===== src/hdl/dwsc_pkg.sv =====
// ----------------------------------------------------------------------------
// dwsc_pkg
// Shared types and constants for the dual wheel speed capture core.
// ----------------------------------------------------------------------------
package dwsc_pkg;

    localparam int NUM_CHANNELS  = 2;
    localparam int COUNTER_BITS  = 16;
    localparam int CH_W          = 1;
    localparam int WRAP_W        = 16;
    localparam int TICK_W        = 32;
    localparam int SUM_W         = TICK_W + 1;
    localparam int SUB_W         = SUM_W + 1;
    localparam int QUOT_W        = 32;
    localparam int STEP_W        = $clog2(QUOT_W);
    localparam int CFG_INDEX_W   = 1;

    localparam logic [STEP_W-1:0] LAST_STEP     = STEP_W'(QUOT_W - 1);
    localparam logic [WRAP_W-1:0] WRAP_MAX      = '1;
    localparam logic [TICK_W-1:0] SCALE_RESET   = 32'd6000000;
    localparam logic [TICK_W-1:0] TIMEOUT_RESET = 32'd1171;

    typedef enum logic [1:0] {
        REQ_WRAP    = 2'd0,
        REQ_CAPTURE = 2'd1,
        REQ_QUERY   = 2'd2,
        REQ_TIMEOUT = 2'd3
    } req_type_t;

    typedef enum logic [CFG_INDEX_W-1:0] {
        CFG_SPEED_SCALE   = 1'b0,
        CFG_TIMEOUT_TICKS = 1'b1
    } cfg_index_t;

    typedef enum logic [1:0] {
        ST_IDLE   = 2'd0,
        ST_LOAD   = 2'd1,
        ST_APPLY  = 2'd2,
        ST_DIVIDE = 2'd3
    } state_t;

    typedef struct packed {
        logic [1:0]              req_type;
        logic [CH_W-1:0]         channel;
        logic [COUNTER_BITS-1:0] count_value;
    } cmd_t;

    typedef struct packed {
        logic [QUOT_W-1:0] speed_q8;
        logic              new_measurement;
        logic              timed_out;
    } result_t;

endpackage


===== src/hdl/dual_wheel_speed_capture_core.sv =====
// ----------------------------------------------------------------------------
// dual_wheel_speed_capture_core
// Two-channel wheel speed meter driven by capture counter events.
// ----------------------------------------------------------------------------
// One request is taken when start is high and busy is low; its result appears
// on result for exactly one cycle with done high and cannot be held off. A
// counter wrap, or a speed query with an empty half period, is answered from
// the load state; a capture edge or timeout check goes on through the apply
// state; a speed query with both half periods set runs after the load state
// through the 32-step restoring divider that runs on the block's single shared
// subtractor (the same unit also forms elapsed ticks and the timeout compare).
// Configuration writes are always ready and take effect at once.
module dual_wheel_speed_capture_core
(
    input  logic                                clk,
    input  logic                                rst_n,
    input  logic                                start,
    output logic                                busy,
    input  dwsc_pkg::cmd_t                      cmd,
    output logic                                done,
    output dwsc_pkg::result_t                   result,
    input  logic                                cfg_valid,
    output logic                                cfg_ready,
    input  logic [dwsc_pkg::CFG_INDEX_W-1:0]    cfg_index,
    input  logic [dwsc_pkg::TICK_W-1:0]         cfg_data
);

    dwsc_pkg::state_t                     state_reg, state_next;
    dwsc_pkg::cmd_t                       cmd_reg, cmd_next;
    dwsc_pkg::result_t                    result_reg, result_next;
    logic                                 done_reg, done_next;
    logic [dwsc_pkg::TICK_W-1:0]          scale_reg, timeout_reg;

    logic [dwsc_pkg::COUNTER_BITS-1:0]    last_reg   [dwsc_pkg::NUM_CHANNELS];
    logic [dwsc_pkg::COUNTER_BITS-1:0]    last_next  [dwsc_pkg::NUM_CHANNELS];
    logic [dwsc_pkg::WRAP_W-1:0]          wrap_reg   [dwsc_pkg::NUM_CHANNELS];
    logic [dwsc_pkg::WRAP_W-1:0]          wrap_next  [dwsc_pkg::NUM_CHANNELS];
    logic [dwsc_pkg::TICK_W-1:0]          half0_reg  [dwsc_pkg::NUM_CHANNELS];
    logic [dwsc_pkg::TICK_W-1:0]          half0_next [dwsc_pkg::NUM_CHANNELS];
    logic [dwsc_pkg::TICK_W-1:0]          half1_reg  [dwsc_pkg::NUM_CHANNELS];
    logic [dwsc_pkg::TICK_W-1:0]          half1_next [dwsc_pkg::NUM_CHANNELS];
    logic [dwsc_pkg::NUM_CHANNELS-1:0]    phase_reg, phase_next;
    logic [dwsc_pkg::NUM_CHANNELS-1:0]    fresh_reg, fresh_next;

    logic [dwsc_pkg::TICK_W-1:0]          elapsed_reg, elapsed_next;
    logic [dwsc_pkg::SUM_W-1:0]           divisor_reg, divisor_next;
    logic [dwsc_pkg::SUM_W-1:0]           rem_reg, rem_next;
    logic [dwsc_pkg::QUOT_W-1:0]          quot_reg, quot_next;
    logic [dwsc_pkg::STEP_W-1:0]          step_reg, step_next;

    logic [dwsc_pkg::SUB_W-1:0]           sub_a, sub_b;
    logic [dwsc_pkg::SUB_W:0]             sub_diff;
    logic                                 sub_borrow;
    logic [dwsc_pkg::CH_W-1:0]            ch;
    logic                                 halves_set;

    assign ch         = cmd_reg.channel;
    assign halves_set = (half0_reg[ch] != '0) && (half1_reg[ch] != '0);
    assign sub_diff   = {1'b0, sub_a} - {1'b0, sub_b};
    assign sub_borrow = sub_diff[dwsc_pkg::SUB_W];

    assign busy      = (state_reg != dwsc_pkg::ST_IDLE);
    assign done      = done_reg;
    assign result    = result_reg;
    assign cfg_ready = 1'b1;

    always_comb
    begin
        state_next = state_reg;
        case (state_reg)
            dwsc_pkg::ST_IDLE:
            begin
                if (start)
                    state_next = dwsc_pkg::ST_LOAD;
            end
            dwsc_pkg::ST_LOAD:
            begin
                case (cmd_reg.req_type)
                    dwsc_pkg::REQ_WRAP:
                        state_next = dwsc_pkg::ST_IDLE;
                    dwsc_pkg::REQ_QUERY:
                        state_next = halves_set ? dwsc_pkg::ST_DIVIDE : dwsc_pkg::ST_IDLE;
                    default:
                        state_next = dwsc_pkg::ST_APPLY;
                endcase
            end
            dwsc_pkg::ST_APPLY:
                state_next = dwsc_pkg::ST_IDLE;
            dwsc_pkg::ST_DIVIDE:
            begin
                if (step_reg == dwsc_pkg::LAST_STEP)
                    state_next = dwsc_pkg::ST_IDLE;
            end
            default:
                state_next = dwsc_pkg::ST_IDLE;
        endcase
    end

    always_comb
    begin
        cmd_next     = cmd_reg;
        result_next  = result_reg;
        done_next    = 1'b0;
        last_next    = last_reg;
        wrap_next    = wrap_reg;
        half0_next   = half0_reg;
        half1_next   = half1_reg;
        phase_next   = phase_reg;
        fresh_next   = fresh_reg;
        elapsed_next = elapsed_reg;
        divisor_next = divisor_reg;
        rem_next     = rem_reg;
        quot_next    = quot_reg;
        step_next    = step_reg;
        sub_a        = '0;
        sub_b        = '0;

        case (state_reg)
            dwsc_pkg::ST_IDLE:
            begin
                if (start)
                    cmd_next = cmd;
            end
            dwsc_pkg::ST_LOAD:
            begin
                sub_a = {2'b00, wrap_reg[ch], cmd_reg.count_value};
                sub_b = dwsc_pkg::SUB_W'(last_reg[ch]);
                if (wrap_reg[ch] == '0)
                    elapsed_next = dwsc_pkg::TICK_W'(sub_diff[dwsc_pkg::COUNTER_BITS-1:0]);
                else
                    elapsed_next = sub_diff[dwsc_pkg::TICK_W-1:0];
                case (cmd_reg.req_type)
                    dwsc_pkg::REQ_WRAP:
                    begin
                        for (int i = 0; i < dwsc_pkg::NUM_CHANNELS; i++)
                        begin
                            if (wrap_reg[i] != dwsc_pkg::WRAP_MAX)
                                wrap_next[i] = wrap_reg[i] + 1'b1;
                        end
                        done_next   = 1'b1;
                        result_next = '{speed_q8: '0, new_measurement: fresh_reg[ch],
                                        timed_out: 1'b0};
                    end
                    dwsc_pkg::REQ_QUERY:
                    begin
                        fresh_next[ch] = 1'b0;
                        divisor_next   = {1'b0, half0_reg[ch]} + {1'b0, half1_reg[ch]};
                        rem_next       = '0;
                        quot_next      = scale_reg;
                        step_next      = '0;
                        if (!halves_set)
                        begin
                            done_next   = 1'b1;
                            result_next = '{speed_q8: '0, new_measurement: 1'b0,
                                            timed_out: 1'b0};
                        end
                    end
                    default:
                    begin
                    end
                endcase
            end
            dwsc_pkg::ST_APPLY:
            begin
                sub_a     = dwsc_pkg::SUB_W'(timeout_reg);
                sub_b     = dwsc_pkg::SUB_W'(elapsed_reg);
                done_next = 1'b1;
                if (cmd_reg.req_type == dwsc_pkg::REQ_CAPTURE)
                begin
                    if (phase_reg[ch])
                        half1_next[ch] = elapsed_reg;
                    else
                        half0_next[ch] = elapsed_reg;
                    wrap_next[ch]  = '0;
                    last_next[ch]  = cmd_reg.count_value;
                    phase_next[ch] = ~phase_reg[ch];
                    fresh_next[ch] = 1'b1;
                    result_next    = '{speed_q8: '0, new_measurement: 1'b1,
                                       timed_out: 1'b0};
                end
                else if (sub_borrow)
                begin
                    half0_next[ch] = '0;
                    half1_next[ch] = '0;
                    fresh_next[ch] = 1'b1;
                    result_next    = '{speed_q8: '0, new_measurement: 1'b1,
                                       timed_out: 1'b1};
                end
                else
                begin
                    result_next = '{speed_q8: '0, new_measurement: fresh_reg[ch],
                                    timed_out: 1'b0};
                end
            end
            dwsc_pkg::ST_DIVIDE:
            begin
                sub_a     = {rem_reg, quot_reg[dwsc_pkg::QUOT_W-1]};
                sub_b     = {1'b0, divisor_reg};
                quot_next = {quot_reg[dwsc_pkg::QUOT_W-2:0], ~sub_borrow};
                if (sub_borrow)
                    rem_next = sub_a[dwsc_pkg::SUM_W-1:0];
                else
                    rem_next = sub_diff[dwsc_pkg::SUM_W-1:0];
                step_next = step_reg + 1'b1;
                if (step_reg == dwsc_pkg::LAST_STEP)
                begin
                    done_next   = 1'b1;
                    result_next = '{speed_q8: quot_next, new_measurement: 1'b0,
                                    timed_out: 1'b0};
                end
            end
            default:
            begin
            end
        endcase
    end

    always_ff @(posedge clk or negedge rst_n)
    begin
        if (!rst_n)
        begin
            state_reg   <= dwsc_pkg::ST_IDLE;
            done_reg    <= 1'b0;
            scale_reg   <= dwsc_pkg::SCALE_RESET;
            timeout_reg <= dwsc_pkg::TIMEOUT_RESET;
            phase_reg   <= '0;
            fresh_reg   <= '0;
            step_reg    <= '0;
            for (int i = 0; i < dwsc_pkg::NUM_CHANNELS; i++)
            begin
                last_reg[i]  <= '0;
                wrap_reg[i]  <= '0;
                half0_reg[i] <= '0;
                half1_reg[i] <= '0;
            end
        end
        else
        begin
            state_reg <= state_next;
            done_reg  <= done_next;
            phase_reg <= phase_next;
            fresh_reg <= fresh_next;
            step_reg  <= step_next;
            last_reg  <= last_next;
            wrap_reg  <= wrap_next;
            half0_reg <= half0_next;
            half1_reg <= half1_next;
            if (cfg_valid && cfg_ready)
            begin
                case (dwsc_pkg::cfg_index_t'(cfg_index))
                    dwsc_pkg::CFG_SPEED_SCALE:   scale_reg   <= cfg_data;
                    dwsc_pkg::CFG_TIMEOUT_TICKS: timeout_reg <= cfg_data;
                    default:
                    begin
                    end
                endcase
            end
        end
    end

    always_ff @(posedge clk)
    begin
        cmd_reg     <= cmd_next;
        result_reg  <= result_next;
        elapsed_reg <= elapsed_next;
        divisor_reg <= divisor_next;
        rem_reg     <= rem_next;
        quot_reg    <= quot_next;
    end

endmodule

===== config.mk =====
export PLATFORM = sky130hd
export DESIGN_NAME = dual_wheel_speed_capture_core
export DESIGN_NICKNAME = d
export VERILOG_FILES = /design/src/hdl/dwsc_pkg.sv /design/src/hdl/dual_wheel_speed_capture_core.sv
export SDC_FILE = /design/constraint.sdc
export NUM_CORES = 1
export LEC_CHECK = 0
export ABC_CLOCK_PERIOD_IN_PS = 11000
export BUFFER_PORTS_ARGS = -buffer_cell sky130_fd_sc_hd__buf_2
export CORE_MARGIN = 4
export CORE_UTILIZATION = 35
export CTS_CLUSTER_DIAMETER = 120
export CTS_CLUSTER_SIZE = 30
export DETAILED_ROUTE_END_ITERATION = 12
export PLACE_DENSITY = 0.5
export SYNTH_ARGS = -nofsm -noshare
export SYNTH_HDL_FRONTEND = slang
export SYNTH_SLANG_ARGS = --single-unit

===== constraint.sdc =====
create_clock -name clk -period 11 [get_ports clk]
set_clock_uncertainty 0.2 [all_clocks]
set_input_delay 2.2 -clock clk [delete_from_list [all_inputs] [get_ports clk]]
set_output_delay 2.2 -clock clk [all_outputs]
set_load 0.02 [all_outputs]

# After elaboration in Yosys (flattened, before gate mapping)
# Index checks and enable logic that the tools add are counted.
# word_totals
in_bits,56
register_bits,451
out_inout_bits,37
# op_classes
eq_ne,20
n_mux,65
n_reduce_logical,26
order_cmp,4
bitwise,12
addsub,5
# op_table
cell,n
64-bit 2-to-1 mux,6
32-bit 2-to-1 mux,10
34-bit case mux with 3 select lines,2
16-bit 2-to-1 mux,9
64-bit AND,2
64-bit bitwise mux,2
32-bit case mux with 2 select lines,2
33-bit case mux with 3 select lines,1
34-bit 2-to-1 mux,2
34-bit case mux with 2 select lines,1
33-bit 2-to-1 mux,2
33-bit case mux with 2 select lines,1
64-bit NOT,1
32-bit nonzero test,2
34-bit by 34-bit subtractor with 35-bit output,1
32-bit by 32-bit adder with 33-bit output,1
16-bit by 1-bit adder with 16-bit output (second input constant),2
32-bit AND,1
32-bit bitwise mux,1
32-bit demux with 1-bit select,1
16-bit != test (second input constant),2
32-bit NOT,1
16-bit demux with 1-bit select,1
16-bit logical NOT,1
34 further kinds,77

# Depth between registers and ports, before layout
# Gate-level depths: netlist (run 1).
# depth
ltp_word,9
depth_mapped,21
mapped_depth_nobuf,16

# Least setup slack after synthesis (run 1)
# Ideal clock, no wire load.
# synth_timing
kind,register to register
from,register state_reg[1]
to,"register result_reg, in the netlist result[0] (enable)"
synth_period_minus_slack_ns,8.367
stages_incl_launch_ff,7
required_ns,10.191
path_buffers,1
t_arrival_ns,7.558
path_slack_ns,2.633
cell_sequence,dfrtp_1 -> inv_1 -> ha_1 -> clkbuf_1 -> and2_1 -> and2_1 -> a2111oi_0
# synth_via
elab_chain_len,3
# synth_lines
item,line,rtl
from (decl),dual_wheel_speed_capture_core.sv:28,"dwsc_pkg::state_t state_reg, state_next;"
from (signal assigned),dual_wheel_speed_capture_core.sv:222,state_reg <= dwsc_pkg::ST_IDLE;
from (signal assigned),dual_wheel_speed_capture_core.sv:239,state_reg <= state_next;
2-bit by 1-bit == test with 1-bit output / 2-bit == test (equally long branches),dual_wheel_speed_capture_core.sv:118,case (state_reg)
"3-bit by 2-bit != test with 1-bit output (no line), or another cell as far along",n/a,
4-bit AND reduction (no line) *,n/a,
to (signal assigned),dual_wheel_speed_capture_core.sv:264,result_reg <= result_next;
to (decl),dual_wheel_speed_capture_core.sv:30,"dwsc_pkg::result_t result_reg, result_next;"
# Mark *: on every way between the ends. The rest lies on a longest branch, timed or not.
# A chain may end at the register's enable or synchronous reset.

# Worst setup path after layout (run 1)
# layout_timing
from,register state_reg[1]
to,register half0_reg[51] in the netlist's numbering
# layout_via
elab_chain_len,5
# layout_lines
item,line,rtl
2-bit == test / 2-bit by 1-bit == test with 1-bit output (equally long branches),dual_wheel_speed_capture_core.sv:118,
34-bit case mux with 3 select lines / 33-bit case mux with 3 select lines (equally long branches),dual_wheel_speed_capture_core.sv:118,
34-bit by 34-bit subtractor with 35-bit output,dual_wheel_speed_capture_core.sv:59,"assign sub_diff = {1'b0, sub_a} - {1'b0, sub_b};"
2-bit nonzero test (no line),n/a,
3-bit AND reduction (no line) *,n/a,
to (signal assigned),dual_wheel_speed_capture_core.sv:246,half0_reg <= half0_next;
to (decl),dual_wheel_speed_capture_core.sv:38,logic [dwsc_pkg::TICK_W-1:0] half0_reg [dwsc_pkg::NUM_CHANNELS];
# Marked as above.

==> impl_metrics.ini, run 1 <==
[status]
outcome = finished clean

[synthesis]
synth_ff_type = dfrtp_1
ys_types = 70
synth_seq_cells = 451
ys_warn_count = 0
yosysTopAreaCell = dfrtp_1
netlist_instances = 1953
synth_top_area_share_pct = 27.54
async_reset_ff_share_pct = 59.42
syn-mean-instance-area_sq_um = 11.77
synth.area.top_cells = dfrtp_1 28%, edfxtp_1 24%, mux2_2 9.4%, a22o_1 5.6%, ha_1 4.0%
syn-cell-area_sq_um = 22990
seq_area_frac_synth_pct = 53.16
synth_edf_count = 183
syn_nets = 2084

[routing]
vias = 16150
ant_nets = 0
drt_iter0_drc = 1500
first_pass_iters = 9
routed_wl_microns = 65220
via_per_inst = 5.685
drc = 0
wl_per_cell_microns = 22.96

[timing]
fmax_ghz = 0.1661
fin_crit_sh_pct = 54.73
grt_setup_unrepaired = false
finalHoldViolations = 0
final_max_slew_viol_count = 0
setup_tns_ns = 0
slew_headroom_pct = 24.19
period_needed_ns = 6.020
setup_viol = 0
tightest_slew_ns = 1.133

[power]
peakVddDrop_mv = 0.1938
internal-power_mw = 4.441
power_frac_comb_pct = 51.2
p_switching_mw = 3.483
power_frac_seq_pct = 37.3
p_leak_nw = 10.46
clkPwrFrac_pct = 11.5
power_density_nw_per_um2 = 319.7
swShare_pct = 43.96

[cts]
hold_buffers = 0
clkSlewWorstSetupHoldPaths_ns = 0.13
cts_buffers = 19
cts_resized = 0
cts_tree = built
clock_latency_ns = 0.60
clockBufferDepth = 3
root_buffer = clkbuf_16
cts_setup_buffers = 0
clkSinkCount = 451
htreeDepth = 1

[floorplanning]
core_area_sq_um = 64700
dieArea_sq_um = 69850
io-pin-count = 93
fp-row-count = 93
fp.dieH_microns = 264.3
start_util_pct = 35.53
dieWidth_microns = 264.3

[final_layout]
drive_above_1_share_pct = 19.46
fin_cells = 2840
utilization_pct = 38.32
finalInstanceArea_sq_um = 24790
layout.nets = 2104
area_delta_synth_final_pct = 7.832

[global_route]
grt_overflow = 0
grt_pass1_wl_microns = 101400
grt_max_degree = 118
grt_pass1_vias = 16080
antenna_found_initial = 1
grt_usage_pct = 18.19

[min_path]
hp-class = register to register

[setup_path]
cp.required_ns = 11.31
arrival_ns = 6.33
worstSetupPathType = register to register
crit_path_start_kind = register
crit_fanout = 59
crit_path_end_kind = register

[placement]
place_congestion = 0.8574
dpl.hpwl_microns = 44670
place_area_sq_um = 24210
port_buffers = 91
dp_cells = 2807

[run]
cap_viol_max_count = 0
## metal layers
metal | global-route usage (%) | part of all wire [%] | up-vias
li1 | - | - | 7433
met1 | 28.62 | 50 | 8243
met2 | 27.83 | 44 | 431
met3 | 1.984 | 5.4 | 39
met4 | 2.199 | 1.1 | 0
met5 | 0 | 0 | -
## path summary, 6_finish.rpt
check                              startpoint             to  slack, ns  cells past startpoint
worst max-delay path             state_reg[1]  half0_reg[51]       4.98                     18
worst min-delay path            half1_reg[28]  half1_reg[28]       0.31                      1
worst max register to register   state_reg[1]  half0_reg[51]       4.98                     18
worst min register to register  half1_reg[28]  half1_reg[28]       0.31                      1
max in group asynchronous               rst_n    wrap_reg[4]       7.10                      3
min in group asynchronous               rst_n  half1_reg[36]       1.49                      1
## stage by stage
step           hold WS [ns]  setup slack [ns]  power (mW)
6_report             0.3059             4.980       7.924
2_1_floorplan        0.2598             2.633       5.790
3_5_place_dp         0.2767             5.077       6.999
3_3_place_gp         0.2735             5.185       6.977
5_1_grt              0.3231             4.632       8.468
4_1_cts              0.3084             4.984       7.950
## cells in the mapped netlist, types with 26 or more instances
| cell type | instances |
|---|---|
| a21o_1 | 56 |
| a21oi_1 | 83 |
| a222oi_1 | 48 |
| a22o_1 | 147 |
| and2_1 | 38 |
| clkbuf_1 | 73 |
| dfrtp_1 | 253 |
| edfxtp_1 | 183 |
| ha_1 | 73 |
| inv_1 | 34 |
| mux2_2 | 192 |
| nand2_1 | 93 |
| nand3_1 | 35 |
| nor2_1 | 146 |
| nor3_1 | 33 |
| nor4_1 | 28 |
| o21a_1 | 26 |
| o21ai_0 | 82 |
| xnor2_1 | 34 |
## cell type report
| class | instances | area (sq um) |
|---|---|---|
| Fill cell | 6311 | 39910 |
| Inverter | 35 | 131.4 |
| Timing Repair Buffer | 114 | 638.1 |
| Clock inverter | 5 | 70.07 |
| Sequential cell | 451 | 12220 |
| Antenna cell | 1 | 2.502 |
| Multi-Input combinational cell | 1352 | 10150 |
| Tap cell | 855 | 1070 |
| Clock buffer | 27 | 505.5 |
## logic make-up (layout without fill, tap and decap cells)
logic type | Yosys count | in the layout | share of synthesized area [%]
and+or+nand+nor | 471 | 471 | 9.911
AOI/OAI and AO/OA | 542 | 542 | 17.58
buffers and inverters | 150 | 181 | 2.977
DFF | 451 | 451 | 53.16
adders and majority gates | 75 | 75 | 4.147
xor gates and xnor gates | 53 | 53 | 2.019
other | 1 | 2 | 0.01631
muxes | 210 | 210 | 10.19
## worst max-delay path, stage by stage (launching register included)
cell and delay, ns:
dfrtp_1 0.45, inv_1 0.15, ha_4 0.50, buf_4 0.67
a222oi_1 0.21, or2_2 0.33, ha_1 0.21, inv_1 0.08
fa_1 0.20, a21oi_1 0.10, o22ai_2 0.25, o221ai_2 0.19
o21ai_4 0.24, a21oi_2 0.14, o31a_1 0.30, a21o_1 0.19
buf_4 0.27, o21ai_4 0.93, a22o_1 0.25
## placed cells by master (no fill, tap or decap), types with 19 or more instances in the layout
cell | synthesis | routed
nor3_1 | 33 | 33
xnor2_1 | 34 | 34
o21a_1 | 26 | 26
clkbuf_16 | 0 | 19
nor4_1 | 28 | 28
a21oi_1 | 83 | 82
xor2_1 | 19 | 19
a21o_1 | 56 | 56
a22o_1 | 147 | 147
buf_2 | 13 | 90
o21ai_0 | 82 | 82
nor2_1 | 146 | 143
nand2_1 | 93 | 93
buf_4 | 2 | 23
edfxtp_1 | 183 | 183
dfrtp_1 | 253 | 253
mux2_2 | 192 | 192
inv_1 | 34 | 33
nand3_1 | 35 | 35
a222oi_1 | 48 | 48
ha_1 | 73 | 69
and2_1 | 38 | 38
## power by group through the flow
stage / Combinational (mW) / Sequential, mW / Clock (mW)
5_1_grt: 4.45 / 3.02 / 0.997
3_3_place_gp: 4.01 / 2.97 / 0
4_1_cts: 4.05 / 2.95 / 0.946
2_1_floorplan: 2.92 / 2.87 / 0
6_report: 4.05 / 2.96 / 0.913
3_5_place_dp: 4.03 / 2.97 / 0
Power figures use the tool's default switching activity.
==> run 2: changes to the inputs <==
--- a/config.mk
+++ b/config.mk
@@ -5,7 +5,7 @@
 export SDC_FILE = /design/constraint.sdc
 export NUM_CORES = 1
 export LEC_CHECK = 0
-export ABC_CLOCK_PERIOD_IN_PS = 11000
+export ABC_CLOCK_PERIOD_IN_PS = 5700
 export BUFFER_PORTS_ARGS = -buffer_cell sky130_fd_sc_hd__buf_2
 export CORE_MARGIN = 4
 export CORE_UTILIZATION = 35
==> constraint.sdc (replaced) <==
create_clock -name clk -period 5.7 [get_ports clk]
set_clock_uncertainty 0.2 [all_clocks]
set_input_delay 1.14 -clock clk [delete_from_list [all_inputs] [get_ports clk]]
set_output_delay 1.14 -clock clk [all_outputs]
set_load 0.02 [all_outputs]
==> run 2 against run 1 <==
Compared with the run above:
- non-clock buffer count rose by 12
- worst setup slack got worse by 4.5 ns
- die area stayed put
- combinational power is 97% higher
- routed wire length fell by 1.6%
- final cell count increased by 0.49%
- global-route usage decreased by 0.36 points
==> impl_metrics.ini, run 2 (synthesized netlist as in run 1, its figures left out) <==
[status]
outcome = finished clean

[timing]
tightest_slew_ns = 1.028
fin_crit_sh_pct = 91.48
fmax_ghz = 0.1918
final_max_slew_viol_count = 0
setup_tns_ns = 0
slew_headroom_pct = 31.31
finalHoldViolations = 0
setup_viol = 0
period_needed_ns = 5.215
grt_setup_unrepaired = false

[routing]
drc = 0
dr_wl_met3_microns = 3327
wl_per_cell_microns = 22.48
vias = 16230
via_per_inst = 5.687
met1Wirelength_microns = 30610
first_pass_iters = 8
ant_nets = 0
routed_wl_microns = 64160
dr_wl_met2_microns = 28690
drt_iter0_drc = 1369
top_layer_used = met4

[setup_path]
crit_chain = inv_1 -> ha_2 -> buf_4 -> a222oi_1 -> or2_2 -> ha_1 -> a21oi_1 -> nor2b_1 -> nor3_1 -> a31oi_1 -> o41ai_1 -> o21ai_0 -> a31oi_1 -> xor2_1 -> o21ai_0
arrival_ns = 5.32
critical_path.slowest_cell = ha_2
reg2reg_setup_slack_ns = 0.49
crit_path_start_kind = register
cp.required_ns = 5.80
worst-path-buf-inv = 2
crit_fanout = 28
worstSetupPathType = register to register
crit_path_end_kind = register
max_stage_delay_ns = 0.62
critPathTopFamily = compound AO/OA/AOI/OAI gates

[cts]
cts_setup_buffers = 0
hold_buffers = 0
clockBufferDepth = 3
cts_tree = built
clkSlewWorstSetupHoldPaths_ns = 0.13
cts_buffers = 19
htreeDepth = 1
clock_latency_ns = 0.59
cts_resized = 0
root_buffer = clkbuf_16
clkSinkCount = 451

[floorplanning]
core_area_sq_um = 64700
fp.dieH_microns = 264.3
start_util_pct = 35.53
io-pin-count = 93
dieArea_sq_um = 69850
dieWidth_microns = 264.3
fp-row-count = 93

[placement]
dpl.hpwl_microns = 43590
place_area_sq_um = 24340
port_buffers = 91
place_congestion = 0.8731

[global_route]
grt_overflow = 0
antenna_found_initial = 1
grt_usage_pct = 17.84
grt_pass1_vias = 16140
grt_pass1_wl_microns = 99660
grt_max_degree = 108

[final_layout]
layout.nets = 2116
final_common_cell = dfrtp_1
drive_above_1_share_pct = 19.92
area_delta_synth_final_pct = 8.365
final_cell_mix = 253 x dfrtp_1, 192 x mux2_2, 183 x edfxtp_1
finalInstanceArea_sq_um = 24910
nFillCells = 6367

[power]
p_leak_nw = 10.52
peakVddDrop_mv = 0.4071
power_density_nw_per_um2 = 616.2

[run]
cap_viol_max_count = 0

[min_path]
hp-class = register to register
run 2: path summary, 6_finish.rpt:
| path | start | endpoint | cells past startpoint |
|---|---|---|---|
| min in group asynchronous | rst_n | half1_reg[4] | 1 |
| worst max register to register | state_reg[0] | rem_reg[25] | 15 |
| max in group asynchronous | rst_n | scale_reg[1] | 2 |
| worst min-delay path | half0_reg[60] | half0_reg[60] | 1 |
| worst max-delay path | state_reg[0] | rem_reg[25] | 15 |
| worst min register to register | half0_reg[60] | half0_reg[60] | 1 |
run 2: power breakdown:
part	internal (mW)	switching (mW)	total (mW)
sequential	4.83	0.832	5.66
combinational	3.13	4.83	7.96
clock	0.658	1.07	1.73
total	8.62	6.73	15.4
run 2: final cells by class:
type / instances / area (sq um) / share of cell area (%)
Antenna cell: 1 / 2.502 / 0.01004
Clock buffer: 31 / 520.5 / 2.089
Clock inverter: 3 / 45.04 / 0.1808
Inverter: 35 / 131.4 / 0.5273
Multi-Input combinational cell: 1352 / 10160 / 40.77
Sequential cell: 451 / 12220 / 49.05
Tap cell: 855 / 1070 / 4.294
Timing Repair Buffer: 126 / 765.7 / 3.074
run 2: through the flow:
stage	setup slack (ns)	hold WS [ns]	cells	power, mW	utilization (%)
final	0.4854	0.3033	2854	15.35	38.51
after global routing	0.2055	0.3148	2853	16.45	38.50
after CTS	0.6484	0.3085	2853	15.42	38.50
after detailed placement	0.6906	0.2756	2819	13.59	37.63
after global placement	0.6861	0.2763	2819	13.51	37.63
after floorplan	0.6049	0.2598	1953	11.16	-
run 2: per-layer routing:
| layer | GRT usage [%] | vias to the layer above |
|---|---|---|
| met1 | 26.70 | 8216 |
| met3 | 1.993 | 71 |
| met2 | 27.68 | 482 |
| met5 | 0 | - |
| li1 | - | 7461 |
| met4 | 4.512 | 0 |
run 2: worst register-to-register path, stage by stage (launching register included):
cell      delay (ns)
dfrtp_1         0.47
inv_1           0.13
ha_2            0.62
buf_4           0.40
a222oi_1        0.14
or2_2           0.31
ha_1            0.37
a21oi_1         0.16
nor2b_1         0.08
nor3_1          0.36
a31oi_1         0.23
o41ai_1         0.44
o21ai_0         0.26
a31oi_1         0.31
xor2_1          0.29
o21ai_0         0.15
==> run 3: changes to the inputs <==
--- a/config.mk
+++ b/config.mk
@@ -9,6 +9,7 @@
 export BUFFER_PORTS_ARGS = -buffer_cell sky130_fd_sc_hd__buf_2
 export CORE_MARGIN = 4
 export CORE_UTILIZATION = 35
+export CTS_BUF_LIST = sky130_fd_sc_hd__clkbuf_16
 export CTS_CLUSTER_DIAMETER = 120
 export CTS_CLUSTER_SIZE = 30
 export DETAILED_ROUTE_END_ITERATION = 12
==> run 3 against run 2 <==
Compared with the run above:
- first-iteration DRC count hardly changed
- non-clock buffer count unchanged
- sequential power about the same
- sequential share of layout area is the same
- fmax grew 0.36%
- global-route usage hardly changed
- final area stayed put
- largest power group unchanged
==> impl_metrics.ini, run 3 (synthesized netlist as in run 1, its figures left out) <==
[placement]
place_congestion = 0.8731
dp_cells = 2819
dpl.hpwl_microns = 43590
port_buffers = 91

[global_route]
grt_overflow = 0
grt_usage_pct = 17.84
grt_pass1_vias = 16140
grt_max_degree = 108
antenna_found_initial = 1
grt_pass1_wl_microns = 99680

[timing]
period_needed_ns = 5.196
setup_viol = 0
fmax_ghz = 0.1925
tightest_slew_ns = 1.027
final_max_slew_viol_count = 0
finalHoldViolations = 0
grt_setup_unrepaired = false
fin_crit_sh_pct = 91.15
hold_slack_ns = 0.3035
setup_tns_ns = 0
slew_headroom_pct = 31.41

[floorplanning]
io-pin-count = 93
dieArea_sq_um = 69850
fp.dieH_microns = 264.3
dieWidth_microns = 264.3
core_area_sq_um = 64700
fp-row-count = 93
start_util_pct = 35.53

[power]
p_leak_nw = 10.57
report.power.total_mw = 15.33
peakVddDrop_mv = 0.4108
power_density_nw_per_um2 = 615.4

[final_layout]
layout.nets = 2116
final_cell_mix = 253 x dfrtp_1, 192 x mux2_2, 183 x edfxtp_1
fin_cells = 2854
area_delta_synth_final_pct = 8.365
drive_above_1_share_pct = 19.92
final_common_cell = dfrtp_1

[cts]
hold_buffers = 0
clockBufferDepth = 3
cts_setup_buffers = 0
clkSinkCount = 451
cts_resized = 0
root_buffer = clkbuf_16
htreeDepth = 1
clock_latency_ns = 0.59
cts_tree = built
clkSlewWorstSetupHoldPaths_ns = 0.13
cts_buffers = 19

[status]
outcome = finished clean

[setup_path]
reg2reg_setup_slack_ns = 0.50
cp.required_ns = 5.80
crit_path_start_kind = register
crit_path_end_kind = register
crit_fanout = 28
worstSetupPathType = register to register
arrival_ns = 5.30

[routing]
drt_iter0_drc = 1368
ant_nets = 0
vias = 16190
wl_per_cell_microns = 22.45
via_per_inst = 5.672
drc = 0
first_pass_iters = 9
routed_wl_microns = 64080

[run]
cap_viol_max_count = 0

[min_path]
hp-class = register to register
## run 3: cell count changes in the layout (fill, tap and decap cells not counted)
cell / previous run / this run
clkbuf_1: 12 / 0
inv_1: 33 / 45
## run 3: report_power, final
| group | switching (mW) | leakage (nW) | internal (mW) | total, mW |
|---|---|---|---|---|
| Clock | 1.07 | 0.319 | 0.637 | 1.71 |
| Combinational | 4.83 | 5.04 | 3.13 | 7.96 |
| Sequential | 0.831 | 5.21 | 4.83 | 5.66 |
| Total | 6.73 | 10.6 | 8.60 | 15.3 |
## run 3: cell type report
type	instances	area, sq um
diodes	1	2.502
clock buffers	19	475.5
clock inverters	15	90.09
fillers	6367	39780
inverters	35	131.4
multi-input cells	1352	10160
flip-flops and latches	451	12220
well taps	855	1070
repair buffers	126	765.7
## run 3: final timing paths
path	cells after the start	startpoint	to
max	15	state_reg[0]	rem_reg[25]
min in group asynchronous	1	rst_n	half1_reg[4]
max in group asynchronous	2	rst_n	scale_reg[1]
min reg2reg	1	half0_reg[60]	half0_reg[60]
min	1	half0_reg[60]	half0_reg[60]
max reg2reg	15	state_reg[0]	rem_reg[25]
## run 3: per-stage QoR
step                      utilization [%]  setup WS, ns  cell area (sq um)
final                               38.51        0.5042              24910
after global routing                38.50        0.2056              24910
after CTS                           38.50        0.6482              24910
after detailed placement            37.63        0.6906              24340
after global placement              37.63        0.6861              24340
after floorplan                         -        0.6049              23000
## run 3: critical path, cell delays in order (launching register included)
cell	delay, ns
dfrtp_1	0.47
inv_1	0.13
ha_2	0.61
buf_4	0.38
a222oi_1	0.14
or2_2	0.31
ha_1	0.37
a21oi_1	0.16
nor2b_1	0.08
nor3_1	0.36
a31oi_1	0.23
o41ai_1	0.44
o21ai_0	0.26
a31oi_1	0.31
xor2_1	0.29
o21ai_0	0.15
## run 3: routing by layer
layer | wire, microns | vias up | GRT usage [%] | part of all wire (%)
met5 | 0 | - | 0 | 0
met3 | 3286 | 68 | 1.993 | 5.1
li1 | - | 7462 | - | -
met1 | 30570 | 8191 | 26.71 | 48
met2 | 28700 | 466 | 27.68 | 45
met4 | 1525 | 0 | 4.512 | 2.4
